**src/hdl/bht_pkg.sv**
```systemverilog
package bht_pkg;

	// table geometry
	localparam int unsigned ENTRY_COUNT = 4096;

	// field widths
	localparam int unsigned INDEX_W = 12;
	localparam int unsigned DIST_W  = 6;
	localparam int unsigned REF_W   = 16;
	localparam int unsigned POS_W   = 32;
	localparam int unsigned BEST_W  = 7;
	localparam int unsigned COUNT_W = 11;

	// count saturation point
	localparam logic [COUNT_W-1:0] COUNT_CEILING = 11'd1024;

	// index reduction: compare-subtract steps per cycle and cycles needed
	localparam int unsigned RED_STEPS  = 4;
	localparam int unsigned RED_CYCLES = INDEX_W / RED_STEPS;

	// action codes
	localparam logic ACT_MATCH = 1'b0;
	localparam logic ACT_READ  = 1'b1;

	// register indexes
	localparam logic [1:0] REG_NEAR_WINDOW   = 2'd0;
	localparam logic [1:0] REG_MIN_DISTANCE  = 2'd1;
	localparam logic [1:0] REG_MAX_BEST_HITS = 2'd2;

	// register reset values
	localparam logic [7:0] NEAR_WINDOW_RST   = 8'd18;
	localparam logic [5:0] MIN_DISTANCE_RST  = 6'd2;
	localparam logic [9:0] MAX_BEST_HITS_RST = 10'd10;

	// one queued item, index already reduced into the table range
	typedef struct packed {
		logic               action;
		logic [INDEX_W-1:0] fragment_index;
		logic [DIST_W-1:0]  hit_distance;
		logic [REF_W-1:0]   reference_id;
		logic               reverse_strand;
		logic [POS_W-1:0]   hit_position;
	} item_t;

	// one table entry; last hit fields only meaningful once best is set
	typedef struct packed {
		logic [BEST_W-1:0]  best;
		logic [COUNT_W-1:0] count;
		logic               enabled;
		logic               last_strand;
		logic [REF_W-1:0]   last_reference;
		logic [POS_W-1:0]   last_position;
	} entry_t;

	localparam entry_t ENTRY_RESET = '{
		best:           7'h7F,
		count:          '0,
		enabled:        1'b1,
		last_strand:    1'b0,
		last_reference: '0,
		last_position:  '0
	};

	// configuration handed to the back end
	typedef struct packed {
		logic [7:0] near_window;
		logic [5:0] min_distance;
		logic [9:0] max_best_hits;
	} cfg_t;

	// back end status seen by the top level
	typedef struct packed {
		logic clearing;
	} back_status_t;

endpackage

```
**src/hdl/bht_front.sv**
```systemverilog
module bht_front #(
	parameter int unsigned ENTRY_COUNT = bht_pkg::ENTRY_COUNT
) (
	input  logic                  clk,
	input  logic                  arst_n,
	input  logic                  enable,
	input  logic                  in_valid,
	output logic                  in_ready,
	input  bht_pkg::item_t        in_item,
	output logic                  q_valid,
	output bht_pkg::item_t        q_item,
	input  logic                  q_pop
);

	localparam logic [31:0] N_W = 32'(ENTRY_COUNT);

	// hold register where the index is reduced into the table range
	logic           hold_valid_q;
	bht_pkg::item_t hold_q;
	logic [1:0]     red_cyc_q;
	logic [31:0]    red_v;
	logic           in_range;
	logic           push;

	// small queue toward the back end
	bht_pkg::item_t fifo_q [2];
	logic           wr_ptr_q;
	logic           rd_ptr_q;
	logic [1:0]     fill_q;

	assign in_ready = enable && !hold_valid_q;
	assign in_range = {20'd0, hold_q.fragment_index} < N_W;
	assign push     = hold_valid_q && in_range && (fill_q != 2'd2);

	// several restoring compare-subtract steps per cycle
	always_comb begin
		int k;
		red_v = {20'd0, hold_q.fragment_index};
		for (int j = 0; j < int'(bht_pkg::RED_STEPS); j++) begin
			k = int'(bht_pkg::INDEX_W) - 1 - int'(bht_pkg::RED_STEPS) * int'(red_cyc_q) - j;
			if (k >= 0) begin
				if (red_v >= (N_W << k)) begin
					red_v = red_v - (N_W << k);
				end
			end
		end
	end

	always_ff @(posedge clk or negedge arst_n) begin
		if (!arst_n) begin
			hold_valid_q <= 1'b0;
			red_cyc_q    <= '0;
		end else if (in_valid && in_ready) begin
			hold_valid_q <= 1'b1;
			red_cyc_q    <= '0;
		end else if (push) begin
			hold_valid_q <= 1'b0;
		end else if (hold_valid_q && !in_range) begin
			red_cyc_q <= red_cyc_q + 2'd1;
		end
	end

	always_ff @(posedge clk) begin
		if (in_valid && in_ready) begin
			hold_q <= in_item;
		end else if (hold_valid_q && !in_range) begin
			hold_q.fragment_index <= red_v[bht_pkg::INDEX_W-1:0];
		end
	end

	// queue pointers and fill level
	always_ff @(posedge clk or negedge arst_n) begin
		if (!arst_n) begin
			wr_ptr_q <= 1'b0;
			rd_ptr_q <= 1'b0;
			fill_q   <= '0;
		end else begin
			if (push) begin
				wr_ptr_q <= !wr_ptr_q;
			end
			if (q_pop) begin
				rd_ptr_q <= !rd_ptr_q;
			end
			case ({push, q_pop})
				2'b10:   fill_q <= fill_q + 2'd1;
				2'b01:   fill_q <= fill_q - 2'd1;
				default: fill_q <= fill_q;
			endcase
		end
	end

	always_ff @(posedge clk) begin
		if (push) begin
			fifo_q[wr_ptr_q] <= hold_q;
		end
	end

	assign q_valid = fill_q != 2'd0;
	assign q_item  = fifo_q[rd_ptr_q];

endmodule

```
**config.mk**
```make
export PLATFORM = sky130hd
export DESIGN_NAME = bht_front
export DESIGN_NICKNAME = d
export VERILOG_FILES = /design/src/hdl/bht_pkg.sv /design/src/hdl/bht_front.sv
export SDC_FILE = /design/constraint.sdc
export NUM_CORES = 1
export LEC_CHECK = 0
export BUFFER_PORTS_ARGS = -buffer_cell sky130_fd_sc_hd__buf_2
export CORE_ASPECT_RATIO = 0.6
export CORE_MARGIN = 8
export CORE_UTILIZATION = 57
export DETAILED_ROUTE_END_ITERATION = 8
export GPL_TIMING_DRIVEN = 0
export PLACE_DENSITY = 0.82
export SYNTH_ARGS = -nofsm -noshare
export SYNTH_HDL_FRONTEND = slang
export SYNTH_SLANG_ARGS = --single-unit
```
**constraint.sdc**
```tcl
create_clock -name clk -period 6.02 [get_ports clk]
set_input_delay 0.301 -clock clk [delete_from_list [all_inputs] [get_ports clk]]
set_output_delay 0.301 -clock clk [all_outputs]
set_load 0.02 [all_outputs]
```
==> metrics.yaml, run 1 <==
fin_ws_ps: 3900
synth.top_cell.area_share_pct: 84.8
fp.dieArea_mm2: 0.0167
hold_viol_final: 0
drive_above_1_share_pct: 46.6
routed_via_density: 5.03
layout_common_cells: "edfxtp_1 (204), buf_2 (147), dlygate4sd3_1 (63)"
finalCritPeriodShare_pct: 35.3
htreeDepth: 1
rows: 32
setup.worst_path.class: "flip-flop to output pin"
critPathCaptureType: "output pin"
yosys.area.top_type: "edfxtp_1"
grt_max_degree: 36
fillers: 712
cts-root-buf: "clkbuf_16"
gp_congestion: 0.709
synth_seq_cells: 209
start_util_pct: 57.3
dieHeight_um: 103
critPathRequiredTime_ps: 5720
ys_types: 17
synthCells: 301
routedWlPerCell_um: 19.6
cts.clk_slew.worst_paths_ps: 60
tritoncts: "done"
final_common_cell: "edfxtp_1"
clock_sinks: 209
outcome: "complete, no violations"
startpoint_type: "flip-flop"
drc: 0
cts_resized: 0
drt_first_pass_iters: 4
synth.top_cells.by_area: "edfxtp_1 (85%), mux2_2 (9.0%), mux2_4 (2.1%), dfrtp_1 (1.7%), xnor2_1 (0.36%)"
track_usage_pct: 16.6
post-route-min-period_ps: 2120
antenna_left: 0
grt_overflow: 0
place_ws_ps: 4260
fin_nets: 606
synth_nets: 375
power_leakage_nw: 3.49
die_x_um: 161
yosysSeqAreaShare_pct: 86.5
yosys_warnings: 0
multi_input_area_um2: 933
cts_setup_buffers: 0
grt_pass1_vias: 3875
power_density_mw_per_mm2: 439
drv_slew: 0
clock_path_buffers: 3
synth_area_mm2: 0.00723
drtIter0Drc: 265
cts_hold_buf: 57
cts_buffers: 19
tightest_slew_ps: 508
cap_violations: 0
hp-class: "input pin to flip-flop"
wl_um: 14000
ir_drop_mv: 0.366
max_freq_mhz: 471
seq_area_mm2: 0.00625
hold_slack_ps: 26.1
numPortBuffers: 142
tns_ps: 0
dp_hpwl_um: 8610
arrival_ps: 1820
slew_headroom_pct: 66.1
area_growth_pct: 31.5
avgSynthCellArea_um2: 24.0
antenna_found_initial: 1
num_vias: 3594
core-area_mm2: 0.0126
final_cells: 715
fin_skew_ps: 11.5
diodes: 0
setup_viol: 0
ioPinCount: 143
critical_path.max_fanout: 10
rsz0062_at_grt: "no"
grt_pass1_wl_um: 21200
dp.cells: 618
insertion_delay_ps: 480
-- cell usage after synthesis --
library cell  count
mux2_4           10
nand2_1           2
xor2_1            2
or2_2             1
buf_6             2
ha_1              1
dfrtp_1           5
and3_1            1
mux2_2           58
nor2b_1           1
nor2_1            3
buf_2             5
edfxtp_1        204
nand2b_1          1
xnor2_1           3
buf_8             1
mux2i_1           1
-- state kept, by name (all words and copies together), names as in the netlist --
register / cells
hold_valid_q: 1
rd_ptr_q: 1
hold_q: 68
fill_q: 2
fifo_q: 136
wr_ptr_q: 1
-- where the power goes --
group          leakage [nW]  internal [mW]  total (mW)  switching [mW]
Combinational          1.26          0.466        1.11           0.648
Sequential             1.93           1.84        1.91          0.0640
Clock                 0.292          0.663        1.15           0.484
-- worst paths after layout --
kind	startpoint	end	slack [ps]	depth (start not counted)
max in group asynchronous	arst_n	wr_ptr_q$_DFFE_PN0P_	5710	2
min	in_item[14]	hold_q[14]$_DFFE_PP_	30	1
min reg2reg	hold_q[10]$_DFFE_PP_	fifo_q[0][10]$_DFFE_PP_	440	0
max	rd_ptr_q$_DFFE_PN0P_	q_item[8]	3900	4
min in group asynchronous	arst_n	hold_valid_q$_DFFE_PN0P_	170	2
max reg2reg	fill_q[0]$_DFFE_PN0P_	fifo_q[1][23]$_DFFE_PP_	4260	3
-- cells by family after synthesis --
group / after synthesis / synth area share, %
AND/OR/NAND/NOR: 9 / 0.606
flip-flops: 209 / 86.5
buffers and inverters: 8 / 0.866
adder cells (fa/ha/maj): 1 / 0.173
XOR/XNOR: 5 / 0.606
multiplexers: 69 / 11.3
-- critical path: stages (launching register included) --
cell and delay (ps):
dfrtp_1 340, buf_6 140, buf_2 300, mux2_2 400, buf_2 170
-- metrics by stage --
stage | cell area (um2) | total power, mW | utilization (%)
after floorplan | 7230 | 2.66 | -
after global placement | 8150 | 2.99 | 64.6
after detailed placement | 8270 | 3.03 | 65.6
after CTS | 9440 | 4.20 | 74.9
after global routing | 9500 | 4.34 | 75.3
final | 9500 | 4.17 | 75.3
-- layout make-up --
class	instances	area share [%]
multi-input combinational	84	9.82
clock buffer	26	5.60
tap	170	2.24
timing repair buffer	210	15.2
clock inverter	8	0.711
sequential	209	65.8
buffer	8	0.659
-- layer usage --
metal	track usage (%)	up-vias	routed length, um
met4	3.18	2	187
met3	5.06	22	1120
met1	21.2	1769	5820
met2	28.4	141	6860
li1	-	1660	-
met5	0	-	13
(Power assumes the default switching activity.)
==> inputs of run 2 (changes only) <==
--- a/config.mk
+++ b/config.mk
@@ -8,10 +8,10 @@
 export BUFFER_PORTS_ARGS = -buffer_cell sky130_fd_sc_hd__buf_2
 export CORE_ASPECT_RATIO = 0.6
 export CORE_MARGIN = 8
-export CORE_UTILIZATION = 57
+export CORE_UTILIZATION = 54
 export DETAILED_ROUTE_END_ITERATION = 8
 export GPL_TIMING_DRIVEN = 0
-export PLACE_DENSITY = 0.82
+export PLACE_DENSITY = 0.78
 export SYNTH_ARGS = -nofsm -noshare
 export SYNTH_HDL_FRONTEND = slang
 export SYNTH_SLANG_ARGS = --single-unit
==> constraint.sdc (replaced) <==
create_clock -name clk -period 2.05 [get_ports clk]
set_input_delay 0.1025 -clock clk [delete_from_list [all_inputs] [get_ports clk]]
set_output_delay 0.1025 -clock clk [all_outputs]
set_load 0.02 [all_outputs]
==> metrics.yaml, run 2 (synthesis gave the netlist of run 1 again) <==
outcome: "complete, no violations"  # unchanged
grt_overflow: 0  # unchanged
cp_common_cell: "buf_2"  # unchanged
fillers: 746  # was 712
ioPinCount: 143  # unchanged
fin_area_mm2: 0.00959  # was 0.00950 mm2
cts-root-buf: "clkbuf_16"  # unchanged
rsz0062_at_grt: "no"  # unchanged
drc: 0  # unchanged
reg2reg_from: "fill_q[0]$_DFFE_PN0P_"  # unchanged
track_usage_pct: 15.3  # was 16.6%
finalCritPeriodShare_pct: 91.5
critPathCaptureType: "output pin"  # unchanged
grt_pass1_vias: 3859  # was 3875
worst-path-stages: 4  # unchanged
rows: 32  # unchanged
drive_above_1_share_pct: 45.5  # was 46.6%
clock_path_buffers: 3  # unchanged
antenna_left: 0  # unchanged
core-area_mm2: 0.0130  # was 0.0126 mm2
crit_family: "buffers and inverters"  # unchanged
arrival_ps: 1770  # was 1820 ps
grt_max_degree: 36  # unchanged
startpoint_type: "flip-flop"  # unchanged
ir_drop_mv: 1.10  # was 0.366 mV
routed_via_density: 4.92  # was 5.03
layout_common_cells: "edfxtp_1 (204), buf_2 (147), dlygate4sd3_1 (73)"  # was edfxtp_1 (204), buf_2 (147), dlygate4sd3_1 (63)
wl_um: 13600  # was 14000 um
hold_start: "enable"  # was in_item[14]
power_density_mw_per_mm2: 1260  # was 439 mW/mm2
cp-endpoint: "q_item[35]"  # was q_item[8]
critical_path.max_fanout: 10  # unchanged
critPathSlowestCell: "mux2_2"  # unchanged
final_common_cell: "edfxtp_1"  # unchanged
critPathRequiredTime_ps: 1950  # was 5720 ps
drtIter0Drc: 161  # was 265
cts.clk_slew.worst_paths_ps: 60  # about the same
tightest_slew_ps: 505  # was 508 ps
max_freq_mhz: 533
cts_buffers: 19  # unchanged
hp-class: "input pin to flip-flop"  # unchanged
crit_buf_inv: 3  # unchanged
clock_sinks: 209  # unchanged
final_cells: 724  # was 715
multi_input_area_um2: 933  # unchanged
setup_viol: 0  # unchanged
regToRegSetupSlack_ps: 290  # was 4260 ps
post-route-min-period_ps: 1880
slew_headroom_pct: 66.3  # was 66.1%
fin_skew_ps: 12.1  # was 11.5 ps
area_growth_pct: 32.7  # was 31.5%
regMostFlops: "fifo_q"  # unchanged
seq_area_mm2: 0.00625  # unchanged
antenna_found_initial: 0  # was 1
r2r-end: "fifo_q[1][10]$_DFFE_PP_"  # was fifo_q[1][23]$_DFFE_PP_
cap_violations: 0  # unchanged
max_stage_delay_ps: 390  # was 400 ps
drv_slew: 0  # unchanged
power_leakage_nw: 3.52  # was 3.49 nW
fp.dieArea_mm2: 0.0175  # was 0.0167 mm2
dp.cells: 618  # unchanged
start_util_pct: 55.7  # was 57.3%
tritoncts: "done"  # unchanged
numPortBuffers: 142  # unchanged
largest_register_ffs: 136  # unchanged
setup.worst_path.class: "flip-flop to output pin"  # unchanged
insertion_delay_ps: 460  # was 480 ps
drt_first_pass_iters: 4  # unchanged
dp_hpwl_um: 8450  # was 8610 um
tns_ps: 0  # unchanged
die_x_um: 165  # was 161 um
hold_viol_final: 0  # unchanged
fin_ws_ps: 174  # was 3900 ps
routedWlPerCell_um: 18.8  # was 19.6 um
r2r_cells: 3  # unchanged
largestRegisters: "fifo_q (136), hold_q (68), fill_q (2)"  # unchanged
htreeDepth: 1  # unchanged
fin_nets: 619  # was 606
gp_congestion: 0.721  # was 0.709
num_vias: 3559  # was 3594
cp_cell_sequence: "buf_6, buf_2, mux2_2, buf_2"  # unchanged
dieHeight_um: 106  # was 103 um
grt_pass1_wl_um: 20500  # was 21200 um
setup.worst_path.start: "rd_ptr_q$_DFFE_PN0P_"  # unchanged
placed_area_mm2: 0.00828  # was 0.00827 mm2
place_ws_ps: 64.8  # was 4260 ps
diodes: 0  # unchanged
hold_slack_ps: 112  # was 26.1 ps
cts_resized: 0  # unchanged
## run 2: cell types whose count changed in the layout (fill, tap and decap cells not counted)
cell / before / now
inv_6: 1 / 0
clkbuf_1: 4 / 3
clkinvlp_4: 1 / 0
buf_16: 0 / 1
clkbuf_8: 3 / 0
dlygate4sd3_1: 63 / 73
clkinv_1: 3 / 5
buf_4: 0 / 2
## run 2: worst reg2reg max path: cells and delay by family (launching register included)
family        cells  cell delay, ps
flops             1             410
buf+inv           1             290
simple gates      2             710
## run 2: power by group
group / internal, mW / switching [mW]
logic: 1.42 / 1.93
registers: 5.41 / 0.186
clock network: 1.81 / 1.35
total: 8.64 / 3.46
## run 2: layout make-up
type	instances	area share, %
sequential	209	65.2
timing repair buffer	223	16.5
multi-input combinational	84	9.73
clock buffer	22	5.08
tap	170	2.22
buffer	8	0.652
clock inverter	8	0.613
## run 2: worst min path at each step
stage	end	slack, ps	cells after the start
floorplan	fill_q[0]$_DFFE_PN0P_	-190	0
global placement	hold_valid_q$_DFFE_PN0P_	-80	1
detailed placement	hold_valid_q$_DFFE_PN0P_	-80	1
CTS	hold_q[27]$_DFFE_PP_	90	3
global route	hold_q[27]$_DFFE_PP_	100	3
finish	hold_q[65]$_DFFE_PP_	110	3
## run 2: through the flow
| step | util [%] | power, mW |
|---|---|---|
| 2_1_floorplan | - | 7.79 |
| 4_1_cts | 73.6 | 12.2 |
| 3_5_place_dp | 63.8 | 8.92 |
| 3_3_place_gp | 63.0 | 8.76 |
| 6_report | 73.9 | 12.1 |
| 5_1_grt | 73.9 | 12.6 |
## run 2: metal layers
metal	vias up	GRT usage, %	wire length [um]
met5	-	0	0
met4	0	2.60	132
met3	13	4.62	1110
met2	123	25.7	6580
met1	1739	19.6	5810
li1	1684	-	-
## run 2: timing repair
item                                    CTS  global route
setup buffers                             0             3
hold buffers                             73             0
endpoints found under the setup margin    0            33
endpoints found under the hold margin    75             0
==> inputs of run 3 (changes only) <==
--- a/config.mk
+++ b/config.mk
@@ -7,7 +7,7 @@
 export LEC_CHECK = 0
 export BUFFER_PORTS_ARGS = -buffer_cell sky130_fd_sc_hd__buf_2
 export CORE_ASPECT_RATIO = 0.6
-export CORE_MARGIN = 8
+export CORE_MARGIN = 1
 export CORE_UTILIZATION = 54
 export DETAILED_ROUTE_END_ITERATION = 8
 export GPL_TIMING_DRIVEN = 0
==> metrics.yaml, run 3 (synthesis gave the netlist of run 1 again) <==
critical_path.max_fanout: 10  # unchanged
die_x_um: 151  # was 165 um
crit_family: "buffers and inverters"  # unchanged
wl_um: 13000  # was 13600 um
drv_slew: 0  # unchanged
dp_hpwl_um: 7720  # was 8450 um
cts.clk_slew.worst_paths_ps: 60  # about the same
cap_violations: 0  # unchanged
hold_slack_ps: 120  # was 112 ps
seq_area_mm2: 0.00625  # unchanged
diodes: 0  # unchanged
critPathSlowestCell: "mux2_2"  # unchanged
grt_max_degree: 39  # was 36
tightest_slew_ps: 475  # was 505 ps
layout_common_cells: "edfxtp_1 (204), buf_2 (147), dlygate4sd3_1 (73)"  # unchanged
antenna_left: 0  # unchanged
critPathRequiredTime_ps: 1950  # about the same
core-area_mm2: 0.0129  # was 0.0130 mm2
fp.dieArea_mm2: 0.0139  # was 0.0175 mm2
drc: 0  # unchanged
power_density_mw_per_mm2: 1260  # about the same
largestRegisters: "fifo_q (136), hold_q (68), fill_q (2)"  # unchanged
area_growth_pct: 32.5  # was 32.7%
grt_pass1_vias: 3782  # was 3859
finalCritPeriodShare_pct: 91.3  # was 91.5%
tritoncts: "done"  # unchanged
ir_drop_mv: 1.06  # was 1.10 mV
rsz0062_at_grt: "no"  # unchanged
drive_above_1_share_pct: 45.7  # was 45.5%
setup_viol: 0  # unchanged
cts_setup_buffers: 0  # unchanged
tns_ps: 0  # unchanged
track_usage_pct: 19.3  # was 15.3%
setup.worst_path.class: "flip-flop to output pin"  # unchanged
cts_hold_buf: 73  # unchanged
cts_resized: 0  # unchanged
cts_buffers: 19  # unchanged
antenna_found_initial: 0  # unchanged
routed_via_density: 4.98  # was 4.92
fin_area_mm2: 0.00958  # was 0.00959 mm2
hold_viol_final: 0  # unchanged
fin_nets: 616  # was 619
gp_congestion: 0.749  # was 0.721
dieHeight_um: 91.6  # was 106 um
arrival_ps: 1770  # about the same
routedWlPerCell_um: 18.0  # was 18.8 um
final_cells: 724  # unchanged
outcome: "complete, no violations"  # unchanged
start_util_pct: 55.9  # was 55.7%
drt_first_pass_iters: 6  # was 4
slew_headroom_pct: 68.3  # was 66.3%
cp_cell_sequence: "buf_6, buf_2, mux2_2, buf_2"  # unchanged
grt_overflow: 0  # unchanged
regMostFlops: "fifo_q"  # unchanged
clock_sinks: 209  # unchanged
hp-class: "input pin to flip-flop"  # unchanged
crit_buf_inv: 3  # unchanged
num_vias: 3608  # was 3559
multi_input_area_um2: 933  # unchanged
largest_register_ffs: 136  # unchanged
drtIter0Drc: 128  # was 161
clock_path_buffers: 3  # unchanged
max_freq_mhz: 534  # was 533 MHz
numPortBuffers: 142  # unchanged
fillers: 753  # was 746
final_common_cell: "edfxtp_1"  # unchanged
post-route-min-period_ps: 1870  # was 1880 ps
max_stage_delay_ps: 400  # was 390 ps
rows: 32  # unchanged
power_leakage_nw: 3.51  # was 3.52 nW
placed_area_mm2: 0.00827  # was 0.00828 mm2
grt_pass1_wl_um: 19800  # was 20500 um
fin_skew_ps: 8.85  # was 12.1 ps
cp_common_cell: "buf_2"  # unchanged
htreeDepth: 1  # unchanged
ioPinCount: 143  # unchanged
dp.cells: 618  # unchanged
cts-root-buf: "clkbuf_16"  # unchanged
insertion_delay_ps: 470  # was 460 ps
startpoint_type: "flip-flop"  # unchanged
critPathCaptureType: "output pin"  # unchanged
run 3: cell count changes in the layout (fill, tap and decap cells not counted), sizes merged:
cell      before  now
clkinvlp       0    2
clkbuf        22   27
buf          158  155
clkinv         7    4
bufinv         1    0
run 3: final timing paths:
kind	start	to	slack [ps]	cells past startpoint
worst min register to register	hold_q[46]$_DFFE_PP_	fifo_q[1][46]$_DFFE_PP_	440	0
worst min-delay path	in_valid	hold_q[67]$_DFFE_PP_	120	3
max in group asynchronous	arst_n	fill_q[1]$_DFFE_PN0P_	1230	3
worst max-delay path	rd_ptr_q$_DFFE_PN0P_	q_item[59]	180	4
min in group asynchronous	arst_n	hold_valid_q$_DFFE_PN0P_	600	3
worst max register to register	fill_q[0]$_DFFE_PN0P_	fifo_q[1][30]$_DFFE_PP_	270	3
run 3: stage by stage:
stage               total power, mW  util [%]  worst slack [ps]
floorplan                      7.79         -             -37.3
global placement               8.69      63.1              -646
detailed placement             8.85      64.0               300
CTS                            12.2      74.1               158
global route                   12.6      74.1              80.8
finish                         12.1      74.1               178
run 3: final cells by class:
class,count,share of cell area (%)
clock buffers,27,5.70
plain buffers,8,0.653
clock inverters,6,0.327
repair buffers,220,16.1
multi-input cells,84,9.75
well taps,170,2.22
flip-flops and latches,209,65.3
run 3: worst min-delay path, delay by kind of cell:
kind / cells / cell delay, ps
and+or+nand+nor: 2 / 210
buffers and inverters: 1 / 100
run 3: routing by layer:
layer / GRT usage (%) / share of wire [%]
met4: 4.25 / 1.6
met5: 0 / 0
met1: 25.1 / 42
met2: 32.7 / 48
met3: 5.27 / 8.1
run 3: power by group:
group	total (mW)	internal [mW]	switching, mW
clock network	3.24	1.85	1.39
registers	5.60	5.41	0.191
logic	3.27	1.38	1.88
